**src/sv/stereo_allpass_reverb_chain_defines.svh**
```systemverilog
// Assertion macros for the stereo allpass reverb chain.
// Depends on aclk and aresetn being visible where the macros are used.
`ifndef STEREO_ALLPASS_REVERB_CHAIN_DEFINES_SVH
`define STEREO_ALLPASS_REVERB_CHAIN_DEFINES_SVH
`ifndef ASSERT_OFF
`define SARC_ASSERT(lbl, prop) \
    lbl: assert property (@(posedge aclk) disable iff (!aresetn) prop) \
        else $error("sarc: assertion failed");
`define SARC_NEVER(lbl, cond) \
    lbl: assert property (@(posedge aclk) disable iff (!aresetn) !(cond)) \
        else $error("sarc: forbidden condition seen");
`else
`define SARC_ASSERT(lbl, prop)
`define SARC_NEVER(lbl, cond)
`endif
`endif

```
**src/sv/sarc_ram.sv**
```systemverilog
// Simple dual-port RAM: one write port, one read port with registered data.
// No dependencies.
module sarc_ram #(
    parameter int unsigned DEPTH = 16,
    parameter int unsigned WIDTH = 32,
    parameter int unsigned AW    = (DEPTH > 1) ? $clog2(DEPTH) : 1
) (
    input  logic             aclk,
    input  logic             wr_en,
    input  logic [AW-1:0]    wr_addr,
    input  logic [WIDTH-1:0] wr_data,
    input  logic             rd_en,
    input  logic [AW-1:0]    rd_addr,
    output logic [WIDTH-1:0] rd_data
);

    logic [WIDTH-1:0] mem [DEPTH];

    always_ff @(posedge aclk) begin
        if (wr_en) begin
            mem[wr_addr] <= wr_data;
        end
    end

    always_ff @(posedge aclk) begin
        if (rd_en) begin
            rd_data <= mem[rd_addr];
        end
    end

endmodule

```
**config.mk**
```make
export PLATFORM = sky130hd
export DESIGN_NAME = sarc_ram
export DESIGN_NICKNAME = d
export VERILOG_FILES = /design/src/sv/stereo_allpass_reverb_chain_defines.svh /design/src/sv/sarc_ram.sv
export SDC_FILE = /design/constraint.sdc
export NUM_CORES = 1
export LEC_CHECK = 0
export BUFFER_PORTS_ARGS = -buffer_cell sky130_fd_sc_hd__buf_2
export CAP_MARGIN = 25
export CELL_PAD_IN_SITES_DETAIL_PLACEMENT = 1
export CELL_PAD_IN_SITES_GLOBAL_PLACEMENT = 1
export CORE_MARGIN = 1.5
export CORE_UTILIZATION = 45
export CTS_CLUSTER_DIAMETER = 200
export DETAILED_ROUTE_END_ITERATION = 7
export PLACE_DENSITY_LB_ADDON = 0.1
export SLEW_MARGIN = 40
export SYNTH_ARGS = -nofsm -noshare
export SYNTH_HDL_FRONTEND = slang
export SYNTH_SLANG_ARGS = --single-unit
```
**constraint.sdc**
```tcl
create_clock -name aclk -period 7.5 [get_ports aclk]
set_input_delay 0.75 -clock aclk [delete_from_list [all_inputs] [get_ports aclk]]
set_output_delay 0.75 -clock aclk [all_outputs]
set_load 0.03 [all_outputs]
```
== Word level (Yosys, flattened, before mapping) ==
Memories as Yosys holds them, arrays and structs flattened. A register that Yosys moved wholly into a read port is not among the register bits.
Index checks and enable logic that the tools add are counted.
W data, S select, Z words.

* Add/subtract/negate cells: 0
* Multiply operators: 0
* Div/mod/pow operators: 0
* Magnitude comparators: 0
* Eq/ne operators: 0
* Shift operators: 0
* Multiplexer cells: 2
* Bitwise gates (word level): 0
* Reductions and logical operators: 0

{| class="wikitable"
|+ Operators by type and width
! operator !! count
|-
| $mux W1 || 2
|}

* Register bits: 0
* Bits in latches: 0
* Bits in writable memories: 512
* ROM bits: 0
* Output and inout port bits: 32
* Logic and storage cells: 3
* Memories kept: 1

{| class="wikitable"
|+ Memory list
! memory !! depth !! width !! rd ports !! clocked after Yosys merged registers in !! write ports !! line !! source
|-
| mem || 16 || 32 || 1 || 1 || 1 || sarc_ram.sv:17 || <nowiki>logic [WIDTH-1:0] mem [DEPTH];</nowiki>
|}

== Depth between registers and ports, before layout ==
* Depth after elaboration: 2
* Depth in mapped cells: 5
* Depth with buffers taken out: 3

== Least setup slack after synthesis ==
No wires, ideal clock.

* Path type: input to register
* Start: in wr_addr[2]
* End: mem mem[0][0] (enable)
* Setup time: 0.461 ns
* Data arrival time: 3.468 ns
* Required time: 7.039 ns
* Slack: 3.570 ns
* Cell stages on the path: 2
* Buffers on the path: 0
* Cells stage by stage: or3b_2 nor3_1

{| class="wikitable"
|+ RTL lines
! item !! line !! source
|-
| start, declared || sarc_ram.sv:10 || <nowiki>input logic [AW-1:0] wr_addr,</nowiki>
|-
| end, declared || sarc_ram.sv:17 ||
|}

No word-level cell before the write port.

==> run summary <==
The number of detailed-routing iterations run before antenna repair is 4. The HPWL after detailed placement came out at 22,300 um. The worst reg-to-reg setup slack is 6030 ps. The post-CTS clock slew at the launch and capture registers of the worst setup and hold paths is 60 ps. The most common cell in the synthesized netlist is edfxtp_1.

Power spread over the standard cell area amounts to 277 nW/um2. The area of the placeable core is 44,200 um2. Counting every sink on the clock net gives 544. The count of H-tree levels built during CTS is 2. The global routing usage on met1 came out at 28.6%. The count of pins over their slew limit is 0. In the global route stage, overall resource usage came out at 20.9%. The total negative slack for setup checks came out at 0 ps. The peak per-stage delay on the critical path came out at 600 ps.

TritonCTS built the clock tree. The starting utilization of the core area came out at 45.6%. The count of distinct cell types in the synthesized netlist is 17. The met2 layer usage reported by global route is 34.9%.

For this design, the slowest cell found on the critical path is buf_6. The yosys synthesis warning count came out at 0. The worst hold path stage count came out at 1. The detail route stage leaves a number of antenna-violating nets equal to 0. The flow ran to the end, and the final reports show no timing, DRC or antenna violations.

The actual transition at the worst max-transition pin is 784 ps. The peak ir drop on the vdd network is 194 uV. The worst setup path is of the input pin to flop kind. Ranked by instance count, the synthesized netlist is headed by edfxtp_1 (544), mux4_2 (128), a22oi_1 (64), nand2_1 (33), clkbuf_1 (17). The area overhead of the layout relative to synthesis came out at 14.7%.

The worst slew slack as a fraction of its limit came out at 47.7%. The post-route clock period utilization came out at 32.5%. The category of the worst setup path capture point is a flop.

At the end of the flow, the number of nets in the layout was 994. The sequential fraction of the synthesis area is 81.0%. The met3 capacity usage during global routing came out at 3.77%. After detailed routing, the number of remaining DRC violations is 0. The cell count after placement is 1,485. The overall overflow remaining after global route is 0. The minimum clock period after layout came out at 2440 ps. STA puts the critical path data arrival time at 2780 ps. The clock passes through at most 3 buffers. The via count of the first global-routing pass came to 9,937.

The cell area that synthesis handed to floorplanning was 20,200 um2. After detailed routing, the average wire length per cell comes to 29.6 um. The number of synthesized register bits is 544.

The detailed router finished its first iteration with 722 violations. The reported max-cap violation count is 0. The routability congestion estimate came out at 0.684.

Traced cell by cell, the critical path runs through clkbuf_16, buf_6, mux4_2, a22oi_1, nand2_1. In the synthesized netlist the async set-or-reset flop fraction comes to 0%. The type of the most critical hold path is input pin to flop. The share of layout cells above drive strength 1 is 32.1%. The origin of the worst min-delay path is wr_data[21].

The gate count after technology mapping came out at 838. The cell count of the worst reg-to-reg path is 3. The buffer cell driving the clock tree root is clkbuf_16.

The synthesized area per cell came out at 24.1 um2. Setup violations remaining at the end of the flow were counted as 0. The initial antenna violation count came out at 1. The die boundary width is 215 um.

The detailed-route via count is 9,153. The number of buffers inserted by port buffering is 74. The overall power consumption came out at 6.40 mW. The clock skew came out at 13.7 ps.

In this run the most used layer during global routing was met2. In this run the critical register-to-register path is captured at rd_data[9]$_DFFE_PP_. The area of the die came out at 46,100 um2.

The insertion delay of the later-clocked pin in the worst-skew pair is 610 ps. The maximum number of pins on one net before global-route repair is 85. The number of I/O pins is 75. The number of hold violations in the final report came to 0. Of all nets on the critical path, the largest fanout is 84. The routed design has 47,000 um of wire. Setup repair after global routing left no endpoint under its margin. The proportion of netlist area held by the largest area contributor came out at 81.0%.

Using the TritonRoute via totals, the vias-per-cell ratio works out to 5.76. The element type at the critical path start is an input pin. The first global-routing pass estimated 68,400 um of wire. The number of cell rows is 77.

The most instantiated flip-flop cell in the synthesis netlist is edfxtp_1. The synthesized design spends more area on one cell type than any other, namely edfxtp_1. By area the synthesized netlist is led by edfxtp_1 (81%), mux4_2 (14%), a22oi_1 (2.4%), nand2_1 (0.61%), buf_4 (0.41%). The chip height is 215 um. The count of placed standard cells in the final layout, fillers left out came out at 1,588. In this run, synthesis inferred 544 flip-flops with an integrated enable. The endpoint required time on the critical path came out at 7850 ps. The antenna diode instance count came out at 0. The number of CTS-inserted buffers is 56. For hold timing, the worst endpoint is mem[7][21]$_DFFE_PP_.

The analysis attributes to cell leakage a power of 7.35 nW. The number of buffers added for setup after CTS came out at 0. The maximum clock rate is 410 MHz.

The startpoint identified for the worst register-to-register timing path is mem[3][9]$_DFFE_PP_. The number of nets in the synthesized netlist is 881. The count of instances resized after the clock tree is built came out at 0. The number of buffers inserted for hold repair after clock tree synthesis is 0.
[cells by family (layout without fill, tap and decap cells)]
group                  after synthesis  count (layout)  share of synthesized area [%]
multiplexers                       128             128                           14.3
AND/OR/NAND/NOR                     59              59                           1.25
AO/OA/AOI/OAI                       64              64                           2.38
buffers and inverters               43             201                           1.10
flip-flops                         544             544                           81.0
[sequential cells by signal, indices dropped and copies added, names as in the netlist]
| signal | count |
|---|---|
| mem | 512 |
| rd_data | 32 |
[per-stage QoR]
step	setup WS (ps)	instance area (um2)	util, %	hold slack (ps)
after global placement	3830	21400	48.4	727
final	5060	23100	52.3	517
after CTS	4880	23100	52.3	479
after global routing	4850	23100	52.3	495
after detailed placement	4230	21400	48.4	731
after floorplan	3570	20200	-	710
[how the worst max path moves through the flow]
stage / endpoint / start / slack (ps)
final: rd_data[29]$_DFFE_PP_ / rd_addr[0] / 5060
after global routing: rd_data[0]$_DFFE_PP_ / rd_addr[0] / 4850
after CTS: rd_data[9]$_DFFE_PP_ / rd_addr[1] / 4880
after detailed placement: rd_data[9]$_DFFE_PP_ / rd_addr[1] / 4230
after global placement: rd_data[27]$_DFFE_PP_ / rd_addr[0] / 3830
after floorplan: mem[0][0]$_DFFE_PP_ / wr_addr[2] / 3570
[placed cells by master, fill, tap and decap left out, types with 3 or more instances in the layout]
cell type	n
bufinv_16	3
nor3_2	4
clkinv_2	8
mux4_2	128
clkinv_1	12
nand2_1	33
buf_4	22
clkbuf_1	18
clkinvlp_4	3
a22oi_1	64
nor2_4	13
buf_2	72
clkbuf_16	59
edfxtp_1	544
buf_6	3
[worst max-delay path, delay by kind of cell]
| family | cells | cell delay, ps |
|---|---|---|
| AO/OA/AOI/OAI | 1 | 210 |
| buffers and inverters | 2 | 1080 |
| multiplexers | 1 | 600 |
| AND/OR/NAND/NOR | 1 | 70 |
[routing by layer]
metal / vias up / share of wire, % / wire, um
li1: 3830 / - / -
met1: 5020 / 43 / 20200
met4: 2 / 1.8 / 863
met3: 65 / 4.7 / 2220
met5: - / 0.021 / 10
met2: 236 / 50 / 23700
[area by class of cell]
type / count / area [um2]
Fill cell: 3763 / 21100
Multi-Input combinational cell: 251 / 3750
Timing Repair Buffer: 98 / 584
Clock buffer: 76 / 1520
Sequential cell: 544 / 16300
Tap cell: 592 / 741
Clock inverter: 27 / 214
[report_power, final]
part           internal [mW]  switching (mW)
combinational          0.117           0.202
sequential              3.43          0.0195
clock                   1.52            1.12
total                   5.06            1.34
(Power assumes the default switching activity.)
