--- config.mk ---
export PLATFORM = sky130hd
export DESIGN_NAME = sarc_allpass
export DESIGN_NICKNAME = d
export VERILOG_FILES = /design/src/sv/stereo_allpass_reverb_chain_defines.svh /design/src/sv/sarc_pkg.sv /design/src/sv/sarc_allpass.sv
export SDC_FILE = /design/constraint.sdc
export NUM_CORES = 2
export LEC_CHECK = 0
export ABC_CLOCK_PERIOD_IN_PS = 8450
export BUFFER_PORTS_ARGS = -buffer_cell sky130_fd_sc_hd__buf_2
export CELL_PAD_IN_SITES_DETAIL_PLACEMENT = 0
export CELL_PAD_IN_SITES_GLOBAL_PLACEMENT = 1
export CORE_MARGIN = 8
export CORE_UTILIZATION = 51
export DETAILED_ROUTE_END_ITERATION = 12
export PLACE_DENSITY = 0.95
export SYNTH_ARGS = -nofsm -noshare
export SYNTH_HDL_FRONTEND = slang
export SYNTH_SLANG_ARGS = --single-unit
export TNS_END_PERCENT = 100
--- constraint.sdc ---
create_clock -name aclk -period 8.45 [get_ports aclk]
set_input_delay 0.845 -clock aclk [delete_from_list [all_inputs] [get_ports aclk]]
set_output_delay 0.845 -clock aclk [all_outputs]
set_load 0.02 [all_outputs]
--- src/sv/stereo_allpass_reverb_chain_defines.svh ---
// Assertion macros for the stereo allpass reverb chain.
// Depends on aclk and aresetn being visible where the macros are used.
`ifndef STEREO_ALLPASS_REVERB_CHAIN_DEFINES_SVH
`define STEREO_ALLPASS_REVERB_CHAIN_DEFINES_SVH
`ifndef ASSERT_OFF
`define SARC_ASSERT(lbl, prop) \
    lbl: assert property (@(posedge aclk) disable iff (!aresetn) prop) \
        else $error("sarc: assertion failed");
`define SARC_NEVER(lbl, cond) \
    lbl: assert property (@(posedge aclk) disable iff (!aresetn) !(cond)) \
        else $error("sarc: forbidden condition seen");
`else
`define SARC_ASSERT(lbl, prop)
`define SARC_NEVER(lbl, cond)
`endif
`endif

--- src/sv/sarc_pkg.sv ---
// Shared types, constants and fixed-point helpers for the allpass reverb chain.
// No dependencies.
package sarc_pkg;

    localparam int unsigned NUM_STAGES     = 3;
    localparam int unsigned DELAY_ZERO_LEN = 1301;
    localparam int unsigned DELAY_ONE_LEN  = 687;
    localparam int unsigned DELAY_TWO_LEN  = 335;
    localparam int unsigned DELAY_LEN [NUM_STAGES] =
        '{DELAY_ZERO_LEN, DELAY_ONE_LEN, DELAY_TWO_LEN};

    // Register stages through one allpass section.
    localparam int unsigned AP_LAT     = 5;
    localparam int unsigned FIFO_DEPTH = 32;
    localparam int unsigned FIFO_AW    = $clog2(FIFO_DEPTH);
    localparam int unsigned CNT_W      = $clog2(FIFO_DEPTH + 1);
    localparam int unsigned CFG_IDX_W  = 3;

    typedef logic signed [15:0] sample_t;
    typedef logic [14:0]        gain_t;
    typedef logic [15:0]        level_t;

    localparam gain_t  GAIN_RESET = 15'd22938;
    localparam level_t DRY_RESET  = 16'd0;
    localparam level_t WET_RESET  = 16'd32768;

    typedef struct packed {
        sample_t right;
        sample_t left;
    } stereo_t;

    typedef struct packed {
        logic    valid;
        stereo_t smp;
    } beat_t;

    typedef enum logic [CFG_IDX_W-1:0] {
        CFG_GAIN_ZERO,
        CFG_GAIN_ONE,
        CFG_GAIN_TWO,
        CFG_DRY_LEVEL,
        CFG_WET_LEVEL
    } cfg_reg_t;

    function automatic sample_t sat16(input logic signed [19:0] v);
        if (v > 20'sd32767) begin
            return 16'sh7fff;
        end else if (v < -20'sd32768) begin
            return 16'sh8000;
        end
        return v[15:0];
    endfunction

    // Q0.15 gain times Q1.15 sample, exact.
    function automatic logic signed [31:0] mul_gain(input gain_t g, input sample_t d);
        logic signed [31:0] a;
        logic signed [31:0] b;
        a = {17'b0, g};
        b = {{16{d[15]}}, d};
        return a * b;
    endfunction

    function automatic logic signed [32:0] mul_level(input level_t l, input sample_t v);
        logic signed [32:0] a;
        logic signed [32:0] b;
        a = {17'b0, l};
        b = {{17{v[15]}}, v};
        return a * b;
    endfunction

    // Round half up, floor shift by 15.
    function automatic logic signed [16:0] rnd_gain(input logic signed [31:0] p);
        logic signed [31:0] t;
        t = p + 32'sd16384;
        return t[31:15];
    endfunction

    function automatic logic signed [18:0] rnd_mix(input logic signed [33:0] s);
        logic signed [33:0] t;
        t = s + 34'sd16384;
        return t[33:15];
    endfunction

    function automatic sample_t sat_add(input sample_t a, input logic signed [16:0] b);
        logic signed [19:0] s;
        s = {{4{a[15]}}, a} + {{3{b[16]}}, b};
        return sat16(s);
    endfunction

    function automatic sample_t sat_sub(input sample_t a, input logic signed [16:0] b);
        logic signed [19:0] s;
        s = {{4{a[15]}}, a} - {{3{b[16]}}, b};
        return sat16(s);
    endfunction

endpackage

--- src/sv/sarc_allpass.sv ---
// One stereo Schroeder allpass section, five register stages.
// Depends on sarc_pkg; the delay line RAM and its pointers live in the parent.
module sarc_allpass (
    input  logic              aclk,
    input  logic              aresetn,
    input  sarc_pkg::gain_t   gain,
    input  sarc_pkg::beat_t   in_beat,   // x; delay read issued in the same cycle
    input  sarc_pkg::stereo_t rd_data,   // d, in the cycle after in_beat
    output sarc_pkg::beat_t   wr_beat,   // w to write back to the delay line
    output sarc_pkg::beat_t   out_beat   // y
);
    import sarc_pkg::*;

    logic               s1_vld_reg, s2_vld_reg, s3_vld_reg, s4_vld_reg, s5_vld_reg;
    stereo_t            s1_x_reg, s2_x_reg;
    stereo_t            s2_d_reg, s3_d_reg, s4_d_reg;
    logic signed [31:0] s2_pl_reg, s2_pr_reg;
    stereo_t            s3_w_reg;
    logic signed [31:0] s4_ql_reg, s4_qr_reg;
    stereo_t            s5_y_reg;

    always_ff @(posedge aclk) begin
        if (!aresetn) begin
            s1_vld_reg <= 1'b0;
            s2_vld_reg <= 1'b0;
            s3_vld_reg <= 1'b0;
            s4_vld_reg <= 1'b0;
            s5_vld_reg <= 1'b0;
        end else begin
            s1_vld_reg <= in_beat.valid;
            s2_vld_reg <= s1_vld_reg;
            s3_vld_reg <= s2_vld_reg;
            s4_vld_reg <= s3_vld_reg;
            s5_vld_reg <= s4_vld_reg;
        end
    end

    always_ff @(posedge aclk) begin
        s1_x_reg <= in_beat.smp;

        s2_x_reg  <= s1_x_reg;
        s2_d_reg  <= rd_data;
        s2_pl_reg <= mul_gain(gain, rd_data.left);
        s2_pr_reg <= mul_gain(gain, rd_data.right);

        // w = x + g*d
        s3_d_reg       <= s2_d_reg;
        s3_w_reg.left  <= sat_add(s2_x_reg.left,  rnd_gain(s2_pl_reg));
        s3_w_reg.right <= sat_add(s2_x_reg.right, rnd_gain(s2_pr_reg));

        s4_d_reg  <= s3_d_reg;
        s4_ql_reg <= mul_gain(gain, s3_w_reg.left);
        s4_qr_reg <= mul_gain(gain, s3_w_reg.right);

        // y = d - g*w
        s5_y_reg.left  <= sat_sub(s4_d_reg.left,  rnd_gain(s4_ql_reg));
        s5_y_reg.right <= sat_sub(s4_d_reg.right, rnd_gain(s4_qr_reg));
    end

    assign wr_beat.valid  = s3_vld_reg;
    assign wr_beat.smp    = s3_w_reg;
    assign out_beat.valid = s5_vld_reg;
    assign out_beat.smp   = s5_y_reg;

endmodule
== Yosys cells after proc, flatten, opt, wreduce, memory -nomap -nowiden ==
Cells that the tools add are included.

* Register bits after elaboration: 357
* Latch bits: 0
* Bits in writable memories: 0
* Memory bits (read-only): 0
* Word-level logic and storage cells: 63
* Memories kept: 0

* $add $sub $neg: 8
* Multiply operators: 4
* Div/mod/pow operators: 0
* Magnitude comparators: 8
* Eq/ne operators: 0
* Shift-type cells: 0
* Mux-type cells: 20
* Bitwise operators: 0
* Reduce and logical (&&, ||, !) cells: 0

{| class="wikitable"
|+ Operators with widths
! cell !! number
|-
| 16-bit two-way mux || 12
|-
| 32-bit by 16-bit adder with 32-bit output (second input constant) || 4
|-
| 16-bit by 16-bit multiplier with 32-bit output || 4
|-
| 18-bit by 16-bit > comparator with 1-bit output (second input constant) || 4
|-
| 18-bit by 16-bit < comparator with 1-bit output (second input constant) || 4
|-
| 16-bit by 17-bit adder with 18-bit output || 2
|-
| 16-bit by 17-bit subtractor with 18-bit output || 2
|-
| 1-bit two-way mux || 8
|}

== Longest topological paths before layout ==
* Depth after elaboration: 6
* Depth in mapped cells: 24
* Gate-level depth less buffers: 22

== Worst setup path before layout ==
No wires, ideal clock.

* Path kind: input to register
* Start: input port gain[7]
* End: register s4_ql_reg[31]
* Library setup time: 72 ps
* Arrival: 6786 ps
* Required time: 8378 ps
* Path slack: 1592 ps
* Stages: 24
* Buffers on the path: 2
* Cell sequence: clkbuf_1 buf_1 nand2_1 fa_1 inv_1 fa_1 inv_1 fa_1 inv_1 fa_1 fa_1 inv_1 fa_1 inv_1 ha_1 a21o_1 nand4b_1 o32ai_2 o22ai_1 a221oi_2 o21ai_1 o21a_1 a21oi_1 xnor2_1

* Longest elaborated chain between the ends: 1

{| class="wikitable"
|+ Ends and longest elaborated chain
! item !! line !! text
|-
| start: declaration || sarc_allpass.sv:6 || <nowiki>input sarc_pkg::gain_t gain,</nowiki>
|-
| 16-bit by 16-bit multiplier with 32-bit output || sarc_pkg.sv:60 || <nowiki>return a * b;</nowiki>
|-
| end signal: assignment || sarc_allpass.sv:52 || <nowiki>s4_ql_reg <= mul_gain(gain, s3_w_reg.left);</nowiki>
|-
| end: declaration || sarc_allpass.sv:19 || <nowiki>logic signed [31:0] s4_ql_reg, s4_qr_reg;</nowiki>
|}

No other way between the ends.
A chain may end at the register's enable or synchronous reset.

== Worst setup path after layout ==
* Start: input port gain[7]
* End: register s4_qr_reg[28]

* Longest elaborated chain between the ends: 1

{| class="wikitable"
|+ Ends and longest elaborated chain
! item !! line !! text
|-
| 16-bit by 16-bit multiplier with 32-bit output || sarc_pkg.sv:60 ||
|-
| end signal: assignment || sarc_allpass.sv:53 || <nowiki>s4_qr_reg <= mul_gain(gain, s3_w_reg.right);</nowiki>
|-
| end: declaration || sarc_allpass.sv:19 ||
|}

No other way between the ends.

==> reports/summary.json <==
{
  "die-area_mm2": 0.0924,
  "dp_cells": 5639,
  "cpLargestDelayFamily": "adder cells",
  "synth-warning-count": 0,
  "htree_num_levels": 2,
  "floorplan.initialDensity_pct": 51.5,
  "critical_path_class": "input port to flip-flop",
  "critical_path.slowest_cell": "sky130_fd_sc_hd__buf_2",
  "clock_path_buffers": 3,
  "layout-drive-gt1-share_pct": 5.97,
  "drt-vias-per-instance": 5.25,
  "row_count": 105,
  "maxSlewHeadroom_pct": 26.2,
  "timing.critical_path.slowest_cell_delay_ns": 0.57,
  "netlist_instances": 4569,
  "maximum_number_of_pins_on_one_net_before_global_route_repair": 44,
  "synthMostInstantiatedCell": "sky130_fd_sc_hd__inv_1",
  "unrepaired_setup_endpoints_after_global_routing": "no",
  "cp_num_buf_inv": 7,
  "grt_remaining_overflow": 0,
  "max_freq_ghz": 0.144,
  "drt_drc_violations_left": 0,
  "cts.reportedPaths.clkPinSlew_ns": 0.06,
  "wire_length_of_the_first_global_routing_pass_mm": 163,
  "die_w_um": 304,
  "worstMarginPinSlew_ns": 1.11,
  "crit_chain": "buf_2 -> buf_4 -> nand2_1 -> fa_1 -> inv_1 -> fa_1 -> inv_1 -> fa_1 -> inv_1 -> fa_1 -> fa_1 -> inv_1 -> fa_1 -> inv_1 -> ha_1 -> nand2_1 -> nor3_1 -> nand3_1 -> a211oi_1 -> o211ai_1 -> a21bo_2 -> and3_1 -> a21o_1",
  "finalHoldViolCount": 0,
  "slew_viol_final": 0,
  "multi_input_comb_area_mm2": 0.0321,
  "first_pass_iters": 5,
  "synthDominantAreaCellType": "sky130_fd_sc_hd__fa_1",
  "timing.critical_path.from": "gain[7]",
  "hpwl_after_detailed_placement_mm": 75.9,
  "place_congestion": 0.864,
  "cts_tree": "yes",
  "max-cap-violations": 0,
  "worst-endpoint-arrival_ns": 7.39,
  "hold_path_startpoint": "s3_d_reg[6]",
  "top_level_ports": 148,
  "layout-area-overhead-vs-synth_pct": 6.99,
  "number_of_global_route_vias_before_repair": 31900,
  "detailedRoute.firstIterationViolations": 1986,
  "yosys-top-cells-count": "sky130_fd_sc_hd__inv_1 (918), sky130_fd_sc_hd__fa_1 (720), sky130_fd_sc_hd__nand2_1 (551), sky130_fd_sc_hd__ha_1 (544), sky130_fd_sc_hd__and2_1 (430)",
  "critical_path.most_common_cell": "sky130_fd_sc_hd__fa_1",
  "track_usage_pct": 21.4,
  "timing.critical_path.from_type": "input port",
  "setup_viol_count_final": 0,
  "run_status": "finished clean",
  "post_drt_wl_per_cell_um": 17.1,
  "min-delay-path-class": "flip-flop to flip-flop",
  "fin_cells": 5712,
  "r2r-start": "wr_beat[23]",
  "netlist_area_pre_place_mm2": 0.0423,
  "synthesis.area_per_instance_um2": 9.26,
  "synth-seq-cells": 301,
  "postCtsSetupBuffers": 0,
  "cts_hold_bufs": 0,
  "cp_data_required_time_ns": 8.90,
  "totalWireLength_mm": 97.4,
  "setup_tns_ns": 0,
  "worst_setup_path_end_kind": "flip-flop",
  "clk_root_buffer_cell": "sky130_fd_sc_hd__clkbuf_16",
  "tritoncts_buffers": 37,
  "antenna_found_initial": 8,
  "num-fill-cells": 7171,
  "nets": 5954,
  "ys_seq_area_share_pct": 14.2,
  "portBuffers": 147,
  "vias": 30000,
  "sequential_cell_area_mm2": 0.00603,
  "detail-route-antenna-nets": 0,
  "synth_top_area_share_pct": 34.1,
  "post_synth_top_flop": "sky130_fd_sc_hd__dfxtp_1",
  "syn-num-nets": 5915,
  "yosysUniqueCellTypes": 76,
  "fp.coreArea_mm2": 0.0821,
  "final_cycle_share_pct": 82.1,
  "fin_worst_skew_ns": 0.0123,
  "worst-path-max-fanout": 30,
  "finalCriticalPeriod_ns": 6.94,
  "number_of_enable_flip_flop_cells_after_synthesis": 0,
  "synth_top_cells_by_area": "sky130_fd_sc_hd__fa_1 (34%), sky130_fd_sc_hd__ha_1 (16%), sky130_fd_sc_hd__dfxtp_1 (14%)",
  "postSynth.asyncResetShare_pct": 0,
  "clkLatencyLatePin_ns": 0.56,
  "die_h_um": 304,
  "numClockSinks": 301,
  "cts_resized": 0
}
path summary, 6_finish.rpt:
path         cells after the start  slack, ns            end
max                             23       1.51  s4_qr_reg[28]
min                              0       0.31    s4_d_reg[6]
max reg2reg                     19       1.79  s4_qr_reg[28]
min reg2reg                      0       0.31    s4_d_reg[6]
per-layer routing:
layer	wire length (um)	global-route usage (%)	vias up	share of wire (%)
li1	-	-	14100	-
met1	42500	29.0	14800	44
met2	45800	35.7	933	47
met3	7190	3.66	132	7.4
met4	1980	5.09	0	2.0
met5	0	0	-	0
kinds of logic (layout without fill, tap and decap cells):
family	Yosys count	after routing	share of synthesized area [%]
and+or+nand+nor	1336	1336	15.9
adders and majority gates	1264	1264	50.2
buffers and inverters	1099	1167	9.82
AOI/OAI and AO/OA	389	389	6.18
DFF	301	301	14.2
xor gates and xnor gates	179	179	3.71
muxes	1	1	0.0237
other	0	5	0
metrics by stage:
step	hold WS (ns)	worst slack [ns]	area [um2]	util, %
after floorplan	0.310	1.59	42300	-
after global placement	0.311	1.15	43900	53.5
after detailed placement	0.312	1.00	43900	53.5
after CTS	0.315	1.55	45200	55.1
after global routing	0.322	1.21	45200	55.1
final	0.315	1.51	45200	55.1
placed cells by master (no fill, tap or decap), drive strengths merged, types with 58 or more instances in the layout:
master and instances:
a21oi 95, and2 430, buf 181, dfxtp 301, fa 720, ha 544
inv 923, nand2 551, nand3 58, nor2 80, o21ai 93, xnor2 103
xor2 76
final cells by class:
type,instances,share of cell area [%]
clock inverters,18,0.434
flip-flops and latches,301,13.3
multi-input cells,3169,71.0
well taps,1070,2.96
repair buffers,181,2.25
inverters,918,7.62
clock buffers,50,2.42
diodes,5,0.0277
Power is not shown: default switching activity piles up to over one toggle a cycle in this logic, so the estimate is an artifact.
